`src/rtl/assert_macros.svh`:
```
// ---------------------------------------------------------------------------
// Assertion macros
// Short forms for the concurrent checks used across the limiter RTL.
// ---------------------------------------------------------------------------
`ifndef ASSERT_MACROS_SVH
`define ASSERT_MACROS_SVH

// Same-cycle implication, checked at every rising edge outside reset.
`define ASSERT_IMPLY(label, clk, rst, pre, post) \
   label: assert property (@(posedge clk) disable iff (rst) (pre) |-> (post)) \
      else $error("limiter check failed");

// Next-cycle implication, checked at every rising edge outside reset.
`define ASSERT_NEXT(label, clk, rst, pre, post) \
   label: assert property (@(posedge clk) disable iff (rst) (pre) |=> (post)) \
      else $error("limiter check failed");

`endif

```
`src/rtl/lpl_pkg.sv`:
```
`timescale 1ns / 1ps
// ---------------------------------------------------------------------------
// Lookahead peak limiter package
// Field widths, register indexes, reset values and beat types shared by the
// limiter modules.
// ---------------------------------------------------------------------------
package lpl_pkg;

   // Sample word and fixed-point formats
   localparam int SAMPLE_W    = 24;
   localparam int FRAC_BITS   = 24;
   localparam int GAIN_W      = 25;
   localparam int THRESHOLD_W = 23;
   localparam int RELEASE_W   = 24;
   localparam int LENGTH_W    = 8;
   localparam int CSR_INDEX_W = 2;
   localparam int CSR_DATA_W  = 24;

   // Remainder width of the reduction divider
   localparam int DIV_W = ((SAMPLE_W > THRESHOLD_W) ? SAMPLE_W : THRESHOLD_W) + 1;

   localparam logic [GAIN_W-1:0] ONE_Q24 = GAIN_W'(1) << FRAC_BITS;

   // Default delay line depth
   localparam int DEF_MAX_LOOKAHEAD = 128;

   // Register indexes on the configuration port
   localparam logic [CSR_INDEX_W-1:0] CSR_THRESHOLD = 2'd0;
   localparam logic [CSR_INDEX_W-1:0] CSR_RELEASE   = 2'd1;
   localparam logic [CSR_INDEX_W-1:0] CSR_LENGTH    = 2'd2;

   // Register reset values
   localparam logic [THRESHOLD_W-1:0] THRESHOLD_RST = 23'd934545;
   localparam logic [RELEASE_W-1:0]   RELEASE_RST   = 24'd16770227;
   localparam logic [LENGTH_W-1:0]    LENGTH_RST    = 8'd96;

   // Input beat: one stereo sample pair
   typedef struct packed {
      logic signed [SAMPLE_W-1:0] sample_left;
      logic signed [SAMPLE_W-1:0] sample_right;
   } req_beat_type;

   // Result beat: delayed, gain-reduced pair and the gain used
   typedef struct packed {
      logic signed [SAMPLE_W-1:0] limited_left;
      logic signed [SAMPLE_W-1:0] limited_right;
      logic [GAIN_W-1:0]          gain_applied;
   } rsp_beat_type;

   // Per-lane control from the sequencer
   typedef struct packed {
      logic wr_en;
      logic rd_en;
      logic hit;
      logic clear_peak;
      logic scale_en;
   } lane_ctl_type;

endpackage

```
`src/rtl/lpl_div.sv`:
```
`timescale 1ns / 1ps
// ---------------------------------------------------------------------------
// Reduction divider
// Restoring divider giving floor(threshold * 2^24 / peak), one quotient bit
// per cycle. The caller guarantees threshold is below peak.
// ---------------------------------------------------------------------------
module lpl_div (
   input  logic                             clock,
   input  logic                             reset,
   input  logic                             start,
   input  logic [lpl_pkg::THRESHOLD_W-1:0]  dividend,
   input  logic [lpl_pkg::SAMPLE_W-1:0]     divisor,
   output logic                             done,
   output logic [lpl_pkg::FRAC_BITS-1:0]    quotient
);

   import lpl_pkg::*;

   localparam int CNT_W = $clog2(FRAC_BITS);
   localparam logic [CNT_W-1:0] LAST_STEP = CNT_W'(FRAC_BITS - 1);

   logic                 busy_ff, busy_in;
   logic                 done_ff, done_in;
   logic [CNT_W-1:0]     cnt_ff, cnt_in;
   logic [DIV_W-1:0]     rem_ff, rem_in;
   logic [DIV_W-1:0]     dsr_ff, dsr_in;
   logic [FRAC_BITS-1:0] quo_ff, quo_in;
   logic [DIV_W-1:0]     rem_sh;
   logic                 fits;

   // One shift-and-subtract step
   assign rem_sh = {rem_ff[DIV_W-2:0], 1'b0};
   assign fits   = (rem_sh >= dsr_ff);

   always_comb begin
      busy_in = busy_ff;
      done_in = 1'b0;
      cnt_in  = cnt_ff;
      rem_in  = rem_ff;
      dsr_in  = dsr_ff;
      quo_in  = quo_ff;
      if (start) begin
         busy_in = 1'b1;
         cnt_in  = '0;
         rem_in  = DIV_W'(dividend);
         dsr_in  = DIV_W'(divisor);
         quo_in  = '0;
      end else if (busy_ff) begin
         rem_in = fits ? (rem_sh - dsr_ff) : rem_sh;
         quo_in = {quo_ff[FRAC_BITS-2:0], fits};
         cnt_in = cnt_ff + CNT_W'(1);
         if (cnt_ff == LAST_STEP) begin
            busy_in = 1'b0;
            done_in = 1'b1;
         end
      end
   end

   always_ff @(posedge clock) begin
      if (reset) begin
         busy_ff <= 1'b0;
         done_ff <= 1'b0;
         cnt_ff  <= '0;
      end else begin
         busy_ff <= busy_in;
         done_ff <= done_in;
         cnt_ff  <= cnt_in;
      end
   end

   always_ff @(posedge clock) begin
      rem_ff <= rem_in;
      dsr_ff <= dsr_in;
      quo_ff <= quo_in;
   end

   assign done     = done_ff;
   assign quotient = quo_ff;

endmodule

```
`config.mk`:
```
export PLATFORM = sky130hd
export DESIGN_NAME = lpl_div
export DESIGN_NICKNAME = d
export VERILOG_FILES = /design/src/rtl/assert_macros.svh /design/src/rtl/lpl_pkg.sv /design/src/rtl/lpl_div.sv
export SDC_FILE = /design/constraint.sdc
export NUM_CORES = 1
export LEC_CHECK = 0
export BUFFER_PORTS_ARGS = -buffer_cell sky130_fd_sc_hd__buf_4
export CAP_MARGIN = 20
export CORE_UTILIZATION = 50
export DETAILED_ROUTE_END_ITERATION = 10
export PLACE_DENSITY = 0.74
export SLEW_MARGIN = 20
export SYNTH_ARGS = -nofsm -noshare
export SYNTH_HDL_FRONTEND = slang
export SYNTH_SLANG_ARGS = --single-unit
```
`constraint.sdc`:
```
create_clock -name clock -period 2.55 [get_ports clock]
set_input_delay 0.51 -clock clock [delete_from_list [all_inputs] [get_ports clock]]
set_output_delay 0.51 -clock clock [all_outputs]
set_load 0.05 [all_outputs]
```
Word level (Yosys, flattened, before mapping)
Index checks and enable logic that the tools add are counted.
{ "totals": {"elab_cells": 22, "output_inout_bits": 25, "input_bits": 50, "register_bits": 79} }
{ "classes": {"bitwise_logic": 1, "n_mux": 7, "n_addsub": 2, "reduce_logical": 3, "n_lt_le_gt_ge": 1, "eq_ne": 1} }
{ "ops": {"columns": ["op", "count"], "rows": [
  ["23-bit two-way mux", 2],
  ["25-bit by 24-bit greater-or-equal comparator with 1-bit output", 1],
  ["24-bit two-way mux", 1],
  ["24-bit subtractor", 1],
  ["5-bit by 1-bit adder with 5-bit output (second input constant)", 1],
  ["5-bit equality test (second input constant)", 1],
  ["1-bit two-way mux", 4],
  ["3-bit OR reduction", 1],
  ["2-bit nonzero test", 1],
  ["2-bit OR reduction", 1],
  ["1-bit inverter", 1]
]} }

Logic depth before layout (Yosys ltp)
Gate-level depths: netlist of run 1.
{ "logic_depth": {"depth_word": 4, "ltp_mapped": 13, "ltp_nobuf": 10} }

Worst setup path before layout of run 1
OpenSTA, ideal clock, no wires.
{ "synth_timing": {"path_type": "register to register", "start": "register rem_ff[0]", "end": "register rem_ff[20], data pin", "path_buffers": 1, "required_ps": 2289, "synth_period_minus_slack_ps": 2686, "setup_slack_ps": -136, "arrival_ps": 2426, "path_stages_with_launch": 11, "setup_time_ps": 261, "path_cell_list": "edfxtp_1 ha_1 nor2b_1 o31a_1 o31ai_1 nand3_1 a31o_1 a21oi_4 buf_6 nor2_1 a221o_1"} }
{ "synth_between": {"elab_chain_cells": 4, "word_cells_on_any_way": 5, "classes_between": "add/sub: 1; order compare: 1; mux: 3"} }
{ "synth_rtl": {"columns": ["element", "line_no", "rtl"], "rows": [
  ["from (decl)", "lpl_div.sv:25", "logic [DIV_W-1:0] rem_ff, rem_in;"],
  ["from (signal assigned)", "lpl_div.sv:72", "rem_ff <= rem_in;"],
  ["24-bit subtractor / 25-bit by 24-bit greater-or-equal comparator with 1-bit output (equally long branches)", "lpl_div.sv:49, lpl_div.sv:33", null],
  ["24-bit two-way mux *", "lpl_div.sv:49", "rem_in = fits ? (rem_sh - dsr_ff) : rem_sh;"],
  ["23-bit two-way mux *", "lpl_div.sv:48", "end else if (busy_ff) begin"],
  ["23-bit two-way mux *", "lpl_div.sv:42", "if (start) begin"],
  ["named net rem_in[20]", "lpl_div.sv:25", null]
]} }
The timed path passes the listed nets; every way through them passes the cells marked *. The select of a mux whose other input is x is not followed.
A chain may end at the register's enable or synchronous reset.

Worst setup path in the final report of run 1
{ "layout_timing": {"start": "register rem_ff[5]", "end": "register rem_ff[22], data pin"} }
Same word-level chain as after synthesis.

==> results_dict.tcl, run 1 <==
set metrics [dict create \
    power_density_nw_per_um2 916 \
    cp_data_required_time_ns 2.65 \
    critPathKind "register to register" \
    slew_headroom 0.615 \
    final_cell_mix "buf_4, edfxtp_1, nor2_1" \
    synth.yosys.seq_area_share 0.467 \
    wl_per_cell_um 17.3 \
    numCtsBuffers 9 \
    ios 75 \
    grt_pass1_vias 3656 \
    tns_ns -2.78 \
    cts_tree "yes" \
    violations "setup timing" \
    fin_nets 649 \
    worst_setup_path_start_kind "register" \
    first_pass_iters 5 \
    r2r_start "rem_ff[5]$_DFFE_PP_" \
    drtAntennaViolNets 0 \
    maxCapViolations 0 \
    finalHoldViolations 0 \
    critPathMaxStageDelay_ns 0.49 \
    grt_use_total 0.234 \
    place_inst 645 \
    synth_fp_nets 516 \
    post-place-ws_ns -0.336 \
    port_buffers 74 \
    die_w_um 95.7 \
    hold_path.class "primary input to register" \
    outcome "complete, but fails checks" \
    cts.sinks 79 \
    synth_warnings 0 \
    gp_congestion 0.922 \
    utilization 0.755 \
    cp_slowest_cell "edfxtp_1" \
    num_vias 3880 \
    synth_edf_count 47 \
    grt_overflow_total 0 \
    final_common_cell "buf_4" \
    drc 0 \
    core-area_um2 8340 \
    tightest_slew_ns 0.577 \
    hp-start "reset" \
    rows 33 \
    fin_crit_sh 1.08 \
    whs_ns 0.301 \
    ys_dominant_reg_cell "edfxtp_1" \
    arrival_ns 2.86 \
    rsz0062_at_grt "true" \
    layout.cells.non_filler 683 \
    antennaDiodeCount 0 \
    setup_slack_ns -0.209 \
    via_per_inst 5.68 \
    cp_max_fo 5 \
    start_util 0.527 \
    crit_chain "ha_4 -> o211ai_1 -> nor4_4 -> o31ai_2 -> nand3_1 -> a31o_1 -> a21oi_4 -> buf_6 -> clkbuf_16 -> and3_4 -> a221o_1" \
    antenna_found_initial 0 \
    ys_async_sr_fraction 0 \
    cp-end-kind "register" \
    avgSynthCellArea_um2 9.99 \
    drive_above_1_share 0.374 \
    fmax_mhz 362 \
    drtIter0Drc 264 \
    die-area_um2 9170 \
    cp_top_family "compound AO/OA/AOI/OAI gates" \
    ys_ff_latch 79 \
    crit_start "rem_ff[5]$_DFFE_PP_" \
    seq_area_um2 2050 \
    rrSetupSlack_ns -0.21 \
    cp_num_buf_inv 2 \
    drv_slew 0 \
    grt_start_max_net_pins 42 \
    netlist_instances 440 \
    clockRootBuffer "clkbuf_8" \
    clkTransAtPathRegs_ns 0.09 \
    layout-area-overhead-vs-synth_pct 43.3 \
    dp_hpwl_um 7300 \
    num-fill-cells 549 \
    multi_input_area_um2 2590 \
    grt_first_pass_wirelength_um 16500 \
    syn_area_um2 4390 \
    routed_wirelength_um 11800 \
    min_period_ns 2.76 \
    clock_path_buffers 2 \
    ys_types 56 \
    fin_skew_ns 0.0109 \
    die_h_um 95.7 \
    peakVddDrop_mv 0.445 \
    total_leakage_power_nw 2.75 \
    setup_viol 24 \
    clk_latency_ns 0.36 \
    cts_max_level 3 \
]
## where the power goes
group / internal (mW) / switching [mW] / leakage (nW)
sequential: 1.56 / 0.130 / 0.729
clock: 0.525 / 0.516 / 0.115
combinational: 1.56 / 1.48 / 1.91
## registers in the layout, indices dropped and copies added (netlist names)
signal,count
cnt_ff,5
busy_ff,1
done,1
dsr_ff,24
rem_ff,24
quotient,24
## per-layer routing
metal,vias to the layer above,wire length [um],part of all wire,GRT usage
met5,-,0,0,0
met4,0,287,0.024,0.0908
met3,26,731,0.062,0.0419
met2,131,5860,0.50,0.407
met1,1848,4930,0.42,0.288
li1,1875,-,-,-
## cells in the mapped netlist (all sizes together), types with 2 or more instances
master	n	share of area
inv	28	0.024
o31ai	3	0.0051
o21a	7	0.012
nand2b	5	0.0071
nor3	6	0.0068
xor2	15	0.030
or2	2	0.0028
a31oi	3	0.0043
a21oi	22	0.028
nor4	3	0.0043
xnor2	9	0.018
and2	3	0.0043
clkbuf	16	0.014
o311ai	14	0.028
dfxtp	32	0.15
o21ai	16	0.018
mux2i	28	0.064
a221o	2	0.0046
buf	5	0.0071
edfxtp	47	0.32
nand3	19	0.022
ha	25	0.071
a21o	12	0.021
o211ai	3	0.0051
nand4	4	0.0057
nor2	46	0.039
or3	2	0.0028
nand2	34	0.029
a211oi	3	0.0051
a31o	2	0.0040
and3	6	0.0085
## through the flow
stage                     cell area [um2]  power [mW]
after CTS                            5850        5.04
final                                6300        5.77
after global placement               5390        3.68
after detailed placement             5390        3.73
after floorplan                      4400        2.98
after global routing                 6300        6.04
## cell type report
| class | instances | share of cell area |
|---|---|---|
| tap | 105 | 0.0209 |
| inverter | 28 | 0.0167 |
| sequential | 79 | 0.326 |
| multi-input combinational | 312 | 0.412 |
| clock buffer | 10 | 0.0236 |
| timing repair buffer | 143 | 0.190 |
| clock inverter | 6 | 0.0109 |
## worst register-to-register path, cell delays in order, from the launching register on
cell	delay (ns)
edfxtp_1	0.49
ha_4	0.34
o211ai_1	0.17
nor4_4	0.26
o31ai_2	0.10
nand3_1	0.10
a31o_1	0.21
a21oi_4	0.08
buf_6	0.14
clkbuf_16	0.15
and3_4	0.18
a221o_1	0.29
## logic make-up after synthesis
group                    count (synthesis)  synth area share
AND/OR/NAND/NOR                        136             0.144
AO/OA/AOI/OAI                           98             0.157
flip-flops                              79             0.467
buffers and inverters                   49            0.0450
multiplexers                            28            0.0638
adder cells (fa/ha/maj)                 26            0.0757
XOR/XNOR                                24            0.0478
## what timing repair did
action | in CTS | in global routing
setup buffers | 8 | 12
pin swaps | 18 | 34
hold buffers | 0 | 0
gates resized for setup | 28 | 59
setup endpoints to repair | 25 | 25
hold endpoints to repair | 0 | 0
gates cloned | 1 | 3
## final timing paths
| path | endpoint | cells after the start |
|---|---|---|
| worst max-delay path | rem_ff[22]$_DFFE_PP_ | 11 |
| worst min-delay path | busy_ff$_SDFF_PP0_ | 2 |
| worst max register to register | rem_ff[22]$_DFFE_PP_ | 11 |
| worst min register to register | quotient[23]$_SDFFE_PP0P_ | 2 |
No activity file was read; power rests on OpenSTA's default activity.
==> run 2, diff against run 1 <==
- CORE_UTILIZATION: 50 -> 51
- PLACE_DENSITY: 0.74 -> 0.75
- clock period: 2.55 -> 2.3 ns (I/O delays scaled with it)
==> results_dict.tcl, run 2 (synthesis gave the netlist of run 1 again) <==
set metrics [dict create \
    drtAntennaViolNets 0 \
    cts.sinks 79 \
    min_period_ns 2.75 \
    cp_data_required_time_ns 2.42 \
    drive_above_1_share 0.389 \
    setup_viol 25 \
    setup_slack_ns -0.447 \
    ios 75 \
    wl_per_cell_um 16.9 \
    worst_setup_path_start_kind "register" \
    fin_skew_ns 0.0117 \
    die_w_um 94.8 \
    cp_max_fo 6 \
    maxCapViolations 0 \
    cp_slowest_cell "edfxtp_1" \
    clock_path_buffers 2 \
    cp-end-kind "register" \
    gp_congestion 0.963 \
    first_pass_iters 5 \
    grt_start_max_net_pins 40 \
    grt_first_pass_wirelength_um 18200 \
    post-place-ws_ns -0.562 \
    slew_headroom 0.640 \
    rsz0062_at_grt "true" \
    fin_crit_sh 1.19 \
    placed_cell_area_um2 5600 \
    drc 0 \
    cts_tree "yes" \
    finalInstanceArea_um2 6290 \
    tns_ns -9.36 \
    hold_path.class "primary input to register" \
    antenna_found_initial 0 \
    core-area_um2 8260 \
    arrival_ns 2.87 \
    start_util 0.532 \
    final_common_cell "buf_4" \
    drv_slew 0 \
    clockRootBuffer "clkbuf_8" \
    clkTransAtPathRegs_ns 0.09 \
    power_density_nw_per_um2 991 \
    tightest_slew_ns 0.540 \
    rows 33 \
    peakVddDrop_mv 0.664 \
    cts_max_level 3 \
    outcome "complete, but fails checks" \
    layout-area-overhead-vs-synth_pct 43.1 \
    final_cell_mix "buf_4, edfxtp_1, nor2_1" \
    critPathMaxStageDelay_ns 0.43 \
    drtIter0Drc 287 \
    dp_hpwl_um 7850 \
    cts_hold_repair.buffers 0 \
    grt_pass1_vias 4031 \
    crit_chain "ha_1 -> a21oi_1 -> o21ai_0 -> nand2_1 -> nand3_1 -> a31o_1 -> a21oi_4 -> buf_4 -> nor2_2 -> a221o_1" \
    cp_num_buf_inv 1 \
    grt_use_total 0.264 \
    total_leakage_power_nw 2.78 \
    via_per_inst 5.68 \
    utilization 0.762 \
    violations "setup timing" \
    cp_top_family "compound AO/OA/AOI/OAI gates" \
    whs_ns 0.241 \
    fin_nets 675 \
    critPathKind "register to register" \
    num_vias 4027 \
    routed_wirelength_um 12000 \
    numCtsBuffers 9 \
    antennaDiodeCount 0 \
    fmax_mhz 364 \
    clk_latency_ns 0.37 \
    finalHoldViolations 0 \
    die-area_um2 8990 \
    die_h_um 94.8 \
    port_buffers 74 \
    grt_overflow_total 0 \
]
==> run 2: cell types whose count changed in the layout (fill, tap and decap cells not counted), moves of 3 or more <==
cell	delta
buf_4	+29
nand2_1	+3
clkbuf_16	-4
o311ai_1	+5
inv_4	-3
o311ai_4	-6
==> run 2: worst register-to-register path, stage by stage (launching register included) <==
cell and delay [ns]:
edfxtp_1 0.43, ha_1 0.37, a21oi_1 0.29, o21ai_0 0.17, nand2_1 0.10, nand3_1 0.11
a31o_1 0.27, a21oi_4 0.24, buf_4 0.16, nor2_2 0.04, a221o_1 0.34
==> run 2: report_power, final <==
group | internal, mW | switching [mW] | total, mW
clock network | 0.436 | 0.578 | 1.01
logic | 1.76 | 1.59 | 3.34
registers | 1.73 | 0.144 | 1.87
total | 3.92 | 2.31 | 6.23
==> run 2: per-stage QoR <==
stage               total power, mW  instances
CTS                            5.93        705
detailed placement             4.40        674
global route                   6.54        709
global placement               4.30        674
floorplan                      3.31        440
finish                         6.23        709
==> run 2: area by class of cell <==
type | instances | area (um2)
multi-input cells | 312 | 2470
flip-flops and latches | 79 | 2050
fillers | 571 | 1970
repair buffers | 169 | 1340
clock buffers | 10 | 138
well taps | 105 | 131
inverters | 28 | 105
clock inverters | 6 | 52.6
==> run 2: worst paths after layout <==
path              slack [ns]  cells after the start                        to                     start
hold reg to reg         0.51                      2  quotient[0]$_SDFFE_PP0P_  quotient[0]$_SDFFE_PP0P_
setup reg to reg       -0.45                     10      rem_ff[20]$_DFFE_PP_       rem_ff[7]$_DFFE_PP_
hold / removal          0.24                      2        busy_ff$_SDFF_PP0_                     reset
setup / recovery       -0.45                     10      rem_ff[20]$_DFFE_PP_       rem_ff[7]$_DFFE_PP_
==> run 2: what timing repair did <==
item,in CTS,in global routing
resized for setup,51,25
setup buffers,15,5
setup endpoints to repair,25,25
endpoints found under the hold margin,0,0
pin swaps,22,21
gates cloned,1,0
==> run 2: layer usage <==
metal | wire length, um | GRT usage | vias to the layer above
met1 | 4940 | 0.297 | 1927
li1 | - | - | 1922
met3 | 690 | 0.0829 | 33
met5 | 0 | 0 | -
met4 | 286 | 0.105 | 0
met2 | 6060 | 0.462 | 145
