**config.mk**
```make
export PLATFORM = sky130hd
export DESIGN_NAME = lpl_lane
export DESIGN_NICKNAME = d
export VERILOG_FILES = /design/src/rtl/assert_macros.svh /design/src/rtl/lpl_pkg.sv /design/src/rtl/lpl_ram.sv /design/src/rtl/lpl_lane.sv
export SDC_FILE = /design/constraint.sdc
export NUM_CORES = 2
export LEC_CHECK = 0
export ABC_CLOCK_PERIOD_IN_PS = 20800
export BUFFER_PORTS_ARGS = -buffer_cell sky130_fd_sc_hd__buf_2
export CAP_MARGIN = 25
export CORE_MARGIN = 3
export CORE_UTILIZATION = 43
export DETAILED_ROUTE_END_ITERATION = 12
export SLEW_MARGIN = 20
export SYNTH_ARGS = -nofsm -noshare
export SYNTH_HDL_FRONTEND = slang
export SYNTH_HIERARCHICAL = 1
export SYNTH_SLANG_ARGS = --single-unit
```
**constraint.sdc**
```tcl
create_clock -name clock -period 20.8 [get_ports clock]
set_input_delay 3.12 -clock clock [delete_from_list [all_inputs] [get_ports clock]]
set_output_delay 3.12 -clock clock [all_outputs]
set_load 0.02 [all_outputs]
```
**src/rtl/assert_macros.svh**
```systemverilog
// ---------------------------------------------------------------------------
// Assertion macros
// Short forms for the concurrent checks used across the limiter RTL.
// ---------------------------------------------------------------------------
`ifndef ASSERT_MACROS_SVH
`define ASSERT_MACROS_SVH

// Same-cycle implication, checked at every rising edge outside reset.
`define ASSERT_IMPLY(label, clk, rst, pre, post) \
   label: assert property (@(posedge clk) disable iff (rst) (pre) |-> (post)) \
      else $error("limiter check failed");

// Next-cycle implication, checked at every rising edge outside reset.
`define ASSERT_NEXT(label, clk, rst, pre, post) \
   label: assert property (@(posedge clk) disable iff (rst) (pre) |=> (post)) \
      else $error("limiter check failed");

`endif

```
**src/rtl/lpl_pkg.sv**
```systemverilog
`timescale 1ns / 1ps
// ---------------------------------------------------------------------------
// Lookahead peak limiter package
// Field widths, register indexes, reset values and beat types shared by the
// limiter modules.
// ---------------------------------------------------------------------------
package lpl_pkg;

   // Sample word and fixed-point formats
   localparam int SAMPLE_W    = 24;
   localparam int FRAC_BITS   = 24;
   localparam int GAIN_W      = 25;
   localparam int THRESHOLD_W = 23;
   localparam int RELEASE_W   = 24;
   localparam int LENGTH_W    = 8;
   localparam int CSR_INDEX_W = 2;
   localparam int CSR_DATA_W  = 24;

   // Remainder width of the reduction divider
   localparam int DIV_W = ((SAMPLE_W > THRESHOLD_W) ? SAMPLE_W : THRESHOLD_W) + 1;

   localparam logic [GAIN_W-1:0] ONE_Q24 = GAIN_W'(1) << FRAC_BITS;

   // Default delay line depth
   localparam int DEF_MAX_LOOKAHEAD = 128;

   // Register indexes on the configuration port
   localparam logic [CSR_INDEX_W-1:0] CSR_THRESHOLD = 2'd0;
   localparam logic [CSR_INDEX_W-1:0] CSR_RELEASE   = 2'd1;
   localparam logic [CSR_INDEX_W-1:0] CSR_LENGTH    = 2'd2;

   // Register reset values
   localparam logic [THRESHOLD_W-1:0] THRESHOLD_RST = 23'd934545;
   localparam logic [RELEASE_W-1:0]   RELEASE_RST   = 24'd16770227;
   localparam logic [LENGTH_W-1:0]    LENGTH_RST    = 8'd96;

   // Input beat: one stereo sample pair
   typedef struct packed {
      logic signed [SAMPLE_W-1:0] sample_left;
      logic signed [SAMPLE_W-1:0] sample_right;
   } req_beat_type;

   // Result beat: delayed, gain-reduced pair and the gain used
   typedef struct packed {
      logic signed [SAMPLE_W-1:0] limited_left;
      logic signed [SAMPLE_W-1:0] limited_right;
      logic [GAIN_W-1:0]          gain_applied;
   } rsp_beat_type;

   // Per-lane control from the sequencer
   typedef struct packed {
      logic wr_en;
      logic rd_en;
      logic hit;
      logic clear_peak;
      logic scale_en;
   } lane_ctl_type;

endpackage

```
**src/rtl/lpl_ram.sv**
```systemverilog
`timescale 1ns / 1ps
// ---------------------------------------------------------------------------
// Generic single-port-write RAM
// One write port and one read port with registered read data.
// ---------------------------------------------------------------------------
module lpl_ram #(
   parameter int WIDTH = 24,
   parameter int DEPTH = 128
) (
   input  logic                                       clock,
   input  logic                                       wr_en,
   input  logic [((DEPTH > 1) ? $clog2(DEPTH) : 1)-1:0] wr_addr,
   input  logic [WIDTH-1:0]                           wr_data,
   input  logic                                       rd_en,
   input  logic [((DEPTH > 1) ? $clog2(DEPTH) : 1)-1:0] rd_addr,
   output logic [WIDTH-1:0]                           rd_data
);

   logic [WIDTH-1:0] mem_ff [DEPTH];
   logic [WIDTH-1:0] rd_data_ff;

   // Write port
   always_ff @(posedge clock) begin
      if (wr_en) begin
         mem_ff[wr_addr] <= wr_data;
      end
   end

   // Registered read port
   always_ff @(posedge clock) begin
      if (rd_en) begin
         rd_data_ff <= mem_ff[rd_addr];
      end
   end

   assign rd_data = rd_data_ff;

endmodule

```
**src/rtl/lpl_lane.sv**
```systemverilog
`timescale 1ns / 1ps
// ---------------------------------------------------------------------------
// Limiter channel lane
// Holds one channel's delay line, scans it for the absolute peak, picks out
// the oldest sample and scales it by the gain with rounding and saturation.
// ---------------------------------------------------------------------------
module lpl_lane #(
   parameter int MAX_LOOKAHEAD = lpl_pkg::DEF_MAX_LOOKAHEAD
) (
   input  logic                                               clock,
   input  logic                                               reset,
   input  lpl_pkg::lane_ctl_type                              ctl,
   input  logic [((MAX_LOOKAHEAD > 1) ? $clog2(MAX_LOOKAHEAD) : 1)-1:0] wr_addr,
   input  logic [lpl_pkg::SAMPLE_W-1:0]                       wr_data,
   input  logic [((MAX_LOOKAHEAD > 1) ? $clog2(MAX_LOOKAHEAD) : 1)-1:0] rd_addr,
   input  logic [lpl_pkg::GAIN_W-1:0]                         gain,
   output logic [lpl_pkg::SAMPLE_W-1:0]                       peak,
   output logic [lpl_pkg::SAMPLE_W-1:0]                       result
);

   import lpl_pkg::*;

   localparam int SW     = SAMPLE_W;
   localparam int PROD_W = SW + GAIN_W;
   localparam int RND_W  = PROD_W + 1 - FRAC_BITS;

   localparam logic [PROD_W:0]  HALF_LSB = (PROD_W + 1)'(1) << (FRAC_BITS - 1);
   localparam logic [RND_W-1:0] MAX_POS  = {3'b000, {(SW - 1){1'b1}}};
   localparam logic [RND_W-1:0] MAX_NEG  = {2'b00, 1'b1, {(SW - 1){1'b0}}};
   localparam logic [SW-1:0]    SAT_POS  = {1'b0, {(SW - 1){1'b1}}};
   localparam logic [SW-1:0]    SAT_NEG  = {1'b1, {(SW - 1){1'b0}}};

   logic [SW-1:0]     rd_data;
   logic              rd_valid_ff, rd_valid_in;
   logic              hit_ff, hit_in;
   logic [SW-1:0]     peak_ff, peak_in;
   logic [SW-1:0]     held_ff, held_in;
   logic [PROD_W-1:0] prod_ff, prod_in;
   logic [SW-1:0]     rd_mag;
   logic [SW-1:0]     held_mag;
   logic [PROD_W:0]   rnd_sum;
   logic [RND_W-1:0]  rnd_mag;

   // Delay line storage
   lpl_ram #(
      .WIDTH (SW),
      .DEPTH (MAX_LOOKAHEAD)
   ) u_ram (
      .clock   (clock),
      .wr_en   (ctl.wr_en),
      .wr_addr (wr_addr),
      .wr_data (wr_data),
      .rd_en   (ctl.rd_en),
      .rd_addr (rd_addr),
      .rd_data (rd_data)
   );

   // Read data arrives in the cycle after the address, so the flags follow it.
   assign rd_valid_in = ctl.rd_en;
   assign hit_in      = ctl.hit;

   always_ff @(posedge clock) begin
      if (reset) begin
         rd_valid_ff <= 1'b0;
         hit_ff      <= 1'b0;
      end else begin
         rd_valid_ff <= rd_valid_in;
         hit_ff      <= hit_in;
      end
   end

   // Running absolute peak over the scanned entries.
   assign rd_mag = rd_data[SW-1] ? (SW'(0) - rd_data) : rd_data;

   always_comb begin
      peak_in = peak_ff;
      if (ctl.clear_peak) begin
         peak_in = '0;
      end else if (rd_valid_ff && (rd_mag > peak_ff)) begin
         peak_in = rd_mag;
      end
   end

   // The entry at the read-out position is the delayed sample.
   assign held_in = (rd_valid_ff && hit_ff) ? rd_data : held_ff;

   // Magnitude times gain; the sign is restored after rounding.
   assign held_mag = held_ff[SW-1] ? (SW'(0) - held_ff) : held_ff;
   assign prod_in  = ctl.scale_en ? (held_mag * gain) : prod_ff;

   always_ff @(posedge clock) begin
      peak_ff <= peak_in;
      held_ff <= held_in;
      prod_ff <= prod_in;
   end

   // Round half away from zero on the magnitude, then saturate.
   assign rnd_sum = {1'b0, prod_ff} + HALF_LSB;
   assign rnd_mag = rnd_sum[PROD_W:FRAC_BITS];

   always_comb begin
      if (held_ff[SW-1]) begin
         result = (rnd_mag > MAX_NEG) ? SAT_NEG : (SW'(0) - rnd_mag[SW-1:0]);
      end else begin
         result = (rnd_mag > MAX_POS) ? SAT_POS : rnd_mag[SW-1:0];
      end
   end

   assign peak = peak_ff;

endmodule

```
# After elaboration in Yosys (flattened, before gate mapping)
# Memories as Yosys holds them, arrays and structs flattened. A register that Yosys moved wholly into a read port is not among the register bits.
# Index checks and enable logic that the tools add are counted.
[op_classes]
addsub = 4
n_mul = 1
n_lt_le_gt_ge = 3
muxes = 7
reduce_logical = 2
[ops]
columns = ["operator", "count"]
rows = [
  ["two-way mux 24 bit", 5],
  ["subtractor 1 x 24 -> 24 bit (first input constant)", 3],
  ["adder 49 x 24 -> 50 bit (second input constant)", 1],
  ["multiplier 24 x 25 -> 49 bit", 1],
  ["> comparator 26 x 23 -> 1 bit (second input constant)", 1],
  ["> comparator 26 x 24 -> 1 bit (second input constant)", 1],
  ["> comparator 24 bit", 1],
  ["logical AND 1 bit", 2],
  ["two-way mux 1 bit", 2],
]
[totals]
ff_bits = 99
ram_bits = 3072
in_bits = 70
out_inout_bits = 48
n_memories = 1
[memory_table]
columns = ["memory", "words", "width", "read_ports", "rd_ports_with_merged_regs", "write_ports", "line", "source"]
rows = [
  ["u_ram.mem_ff", 128, 24, 1, 1, 1, "lpl_ram.sv:19", "logic [WIDTH-1:0] mem_ff [DEPTH];"],
]

# Depth between registers and ports, before layout
[depth]
word_depth = 4
ltp_mapped = 35
ltp_nobuf = 32

# By module
# The synthesis kept the hierarchy.
[by_module_without_submodules]
columns = ["module", "instances", "cells_each", "area_per_inst_um2", "seq_area_each_um2"]
rows = [
  ["lpl_ram", 1, 4538, 117621.6, 92969.2],
  ["lpl_lane", 1, 2748, 24413.4, 2021.9],
]

# Least setup slack after synthesis
# Ideal clock, no wire load.
[synth_path]
path_kind = "input to register"
startpoint = "input port gain[22] (netlist name)"
endpoint = "register prod_ff[44] (data pin)"
setup_time_ns = 0.264
t_arrival_ns = 9.342
required_time_ns = 20.536
setup_slack_ns = 11.194
cell_stages = 24
n_path_buf = 1
cell_sequence = "clkbuf_1 nand2_1 fa_1 inv_1 fa_1 fa_1 inv_1 fa_1 inv_1 fa_1 fa_1 inv_1 fa_1 inv_1 ha_1 a21o_1 a21o_1 o41ai_1 a31oi_1 a211oi_1 a211oi_1 o22a_1 a221oi_1 xnor2_1"
[synth_via]
elab_chain_len = 1
[synth_lines]
columns = ["item", "line", "source"]
rows = [
  ["from (decl)", "lpl_lane.sv:16", "input logic [lpl_pkg::GAIN_W-1:0] gain,"],
  ["multiplier 24 x 25 -> 49 bit", "lpl_lane.sv:89", "assign prod_in = ctl.scale_en ? (held_mag * gain) : prod_ff;"],
  ["to (signal assigned)", "lpl_lane.sv:94", "prod_ff <= prod_in;"],
  ["to (decl)", "lpl_lane.sv:38", "logic [PROD_W-1:0] prod_ff, prod_in;"],
]
# Every way passes these cells.
# A chain may end at the register's enable or synchronous reset.

# Worst setup path after layout
[layout_path]
startpoint = "register held_ff[3]"
endpoint = "register prod_ff[41] (data pin)"
[layout_via]
elab_chain_len = 3
[layout_lines]
columns = ["item", "line", "source"]
rows = [
  ["from (decl)", "lpl_lane.sv:37", "logic [SW-1:0] held_ff, held_in;"],
  ["from (signal assigned)", "lpl_lane.sv:93", "held_ff <= held_in;"],
  ["subtractor 1 x 24 -> 24 bit", "lpl_lane.sv:88", "assign held_mag = held_ff[SW-1] ? (SW'(0) - held_ff) : held_ff;"],
  ["two-way mux 24 bit *", "lpl_lane.sv:88", ""],
  ["multiplier 24 x 25 -> 49 bit *", "lpl_lane.sv:89", ""],
]
# Every way passes the cells marked *; elsewhere a longest branch is shown, timed or not.

==> impl_metrics.yaml <==
drt:
  post-route-drc-count: 0
  postRouteAntennaNets: 0
  wl_per_cell_um: 30.6
  drt-pass1-iter-count: 5
  vias: 71293
  drt-vias-per-instance: 5.85
  route.final.wire_length_um: 373000
  detail_route.iter0.violations: 7534
cts:
  post_cts.repair.setup_buffers: 0
  tritoncts.num_buffers: 328
  numClockSinks: 3172
  cts_buffer_depth: 4
  ctsResizeCount: 0
  clock_latency_ns: 0.91
  cts_tree: "built"
  clk_slew_on_worst_s_h_paths_ns: 0.06
  cts-hold-fix-buffers: 0
  h-tree-depth: 5
  root_buffer: "sky130_fd_sc_hd__clkbuf_16"
setup_path:
  timing.critical_path.fanout_max: 25
  timing_worst_setup_path_type: "flip-flop to flip-flop"
  cpPeakStageDelay_ns: 0.85
  critical_path_s_most_frequent_cell: "sky130_fd_sc_hd__fa_1"
  rrSetupSlack_ns: 10.61
  reg2reg_depth: 28
  worst_path_max_delay_cell: "sky130_fd_sc_hd__a211oi_1"
  setup.worst_path.start_class: "flip-flop"
  timing.rr.end: "prod_ff[41]"
  timing.critical_path.required_ns: 21.43
  worstPathArrival_ns: 10.82
  cp-end-kind: "flip-flop"
  critical_path.reg2reg.startpoint: "held_ff[3]"
timing:
  grt_setup_unrepaired: "no"
  final-max-slew-violation-count: 0
  setup_total_negative_slack_ns: 0
  hold_slack_ns: 0.520
  max_clock_freq_mhz: 98.2
  share_of_the_clock_period_used_by_the_worst_path_after_layout: 0.490
  min_period_ns: 10.19
  fin_ws_ns: 10.61
  timing.clock.skew_ns: 0.0484
  slew_headroom: 0.152
  hold_viol: 0
  max_slew.worst_pin.slew_ns: 1.27
  finalSetupViolCount: 0
yosys:
  yosys.area.top_type_share: 0.665
  ys_seq_elements: 3172
  asyncSetResetFlopFracSynth: 0
  share_of_synthesized_cell_area_in_and_or_nand_and_nor_gates: 0.0348
  post_synth_fa_ha_maj_area_fraction: 0.0885
  post-synth-top-area-cell: "sky130_fd_sc_hd__edfxtp_1"
  synth_compound_gate_area_share: 0.0114
  synth_area_mm2: 0.142
  synth.mux.area_fraction: 0.164
  post_synth_main_area_contributors: "sky130_fd_sc_hd__edfxtp_1 (67%), sky130_fd_sc_hd__mux4_2 (16%), sky130_fd_sc_hd__fa_1 (7.1%)"
  synth_ff_type: "sky130_fd_sc_hd__edfxtp_1"
  synth_enable_flop_cells: 3146
  synth_xor_area_frac: 0.00678
  dominant_combinational_cell_family_by_area_after_synthesis: "multiplexers"
  synth_top_cells_by_count: "sky130_fd_sc_hd__edfxtp_1 (3146), sky130_fd_sc_hd__mux4_2 (1008), sky130_fd_sc_hd__inv_1 (582)"
  syn_area_per_cell_um2: 19.5
  synth_sequential_area_ratio: 0.669
  yosysMostFrequentCell: "sky130_fd_sc_hd__edfxtp_1"
  synth.distinct_cells: 76
  synthesis.yosys.warnings: 6
  gate_count_of_the_mapped_netlist: 7286
  mappedNetlistNets: 8059
final_layout:
  share_of_cells_above_drive_strength_1: 0.252
  design_area_mm2: 0.161
  areaGrowthSynthToFinish_pct: 13.3
  final_nets: 8339
  fillers: 26613
floorplan:
  floorplan.io_pins: 118
  die_height_um: 581
  core_area_mm2: 0.328
  dieArea_mm2: 0.337
  die-width_um: 581
  initial_util: 0.433
  num_rows: 210
place:
  place.gp.congestion: 0.857
  detailed_place.area_mm2: 0.150
  port_buffers: 117
  preCtsSetupSlack_ns: 9.88
  hpwl_um: 226000
power:
  power_switching_share: 0.337
  power.combinational.fraction: 0.335
  clockPowerShare: 0.290
  cellLeakagePower_uw: 0.0535
  design_power_total_uw: 19600
  power.net_switching_uw: 6600
  cellPowerDensity_mw_per_mm2: 122
  ir_worst_vdd_uv: 428
  power_frac_seq: 0.375
  power.internal_uw: 13000
worst_hold_path:
  hold_depth: 2
  hp-start: "peak[18]"
  hp-class: "flip-flop to flip-flop"
  worst_hold_path.endpoint: "peak[18]"
run_status:
  outcome: "completed"
grt:
  pin_count_of_the_biggest_net_entering_global_routing: 140
  grt.overflow.total: 0
  first_global_vias: 74344
  global_route.usage.total: 0.221
  number_of_antenna_violations_at_the_first_check_in_global_routing: 42
  grt_first_pass_wirelength_um: 539000
job:
  cap_violations: 0
final cells by class:
cell class	count	area [um^2]	area share
multi-input combinational	3162	44500	0.277
timing repair buffer	320	3350	0.0208
clock inverter	181	1630	0.0101
inverter	582	2180	0.0136
tap	4346	5440	0.0338
sequential	3172	95000	0.590
clock buffer	404	8690	0.0540
antenna	25	62.6	0.000389
power by group through the flow:
stage / Clock, uW / Sequential, uW / Combinational (uW)
2_1_floorplan: 0 / 7470 / 4320
3_3_place_gp: 0 / 7490 / 6580
3_5_place_dp: 0 / 7500 / 6610
4_1_cts: 5790 / 7360 / 6670
5_1_grt: 6050 / 7370 / 7290
6_report: 5680 / 7360 / 6570
registers in the layout, indices dropped and copies added (netlist names):
register	count
hit_ff	1
held_ff	24
u_ram/rd_data	24
rd_valid_ff	1
u_ram/mem_ff	3072
prod_ff	26
peak	24
cell families after synthesis:
family	Yosys count
DFF	3172
muxes	1059
and+or+nand+nor	1053
buffers and inverters	952
adders and majority gates	703
AOI/OAI and AO/OA	237
xor gates and xnor gates	110
per-stage QoR:
step	utilization	cells
finish	0.491	12192
global route	0.490	12169
CTS	0.489	12153
detailed placement	0.458	11568
global placement	0.454	11519
floorplan	-	7286
cells in the final DEF (no fill, tap or decap), types with 27 or more instances in the layout:
cell and count:
sky130_fd_sc_hd__and2_1 168, sky130_fd_sc_hd__a21oi_1 59, sky130_fd_sc_hd__fa_1 503, sky130_fd_sc_hd__edfxtp_1 3146, sky130_fd_sc_hd__nor2_1 74, sky130_fd_sc_hd__clkbuf_1 65
sky130_fd_sc_hd__o21ai_0 41, sky130_fd_sc_hd__buf_4 159, sky130_fd_sc_hd__clkbuf_16 336, sky130_fd_sc_hd__nor2b_1 59, sky130_fd_sc_hd__clkinv_2 42, sky130_fd_sc_hd__nand2_1 460
sky130_fd_sc_hd__xnor2_1 62, sky130_fd_sc_hd__nor2_4 104, sky130_fd_sc_hd__buf_2 88, sky130_fd_sc_hd__ha_1 200, sky130_fd_sc_hd__inv_1 582, sky130_fd_sc_hd__buf_16 40
sky130_fd_sc_hd__xor2_1 27, sky130_fd_sc_hd__nand3_1 42, sky130_fd_sc_hd__clkinv_1 80, sky130_fd_sc_hd__mux4_2 1008
critical path, delay by kind of cell, from the launching register on:
family | cells | cell delay (ns)
AOI/OAI and AO/OA | 7 | 2.71
buffers and inverters | 4 | 0.22
xor gates and xnor gates | 2 | 0.60
DFF | 1 | 0.51
and+or+nand+nor | 7 | 1.90
adders and majority gates | 8 | 3.98
per-layer routing:
| metal | GRT usage | part of all wire | vias up |
|---|---|---|---|
| li1 | - | - | 28970 |
| met1 | 0.310 | 0.41 | 38955 |
| met2 | 0.364 | 0.49 | 2829 |
| met3 | 0.0374 | 0.075 | 521 |
| met4 | 0.0538 | 0.026 | 18 |
| met5 | 0 | 0.00031 | - |
worst max path at each step:
stage | slack [ns] | end | cells past startpoint | from
after floorplan | 11.19 | prod_ff[44] | 24 | gain[22]
after global placement | 9.92 | prod_ff[44] | 24 | gain[22]
after detailed placement | 9.88 | prod_ff[41] | 24 | gain[19]
after CTS | 10.61 | prod_ff[41] | 28 | held_ff[3]
after global routing | 10.23 | prod_ff[41] | 28 | held_ff[3]
final | 10.61 | prod_ff[41] | 28 | held_ff[3]
Power figures use the tool's default switching activity.
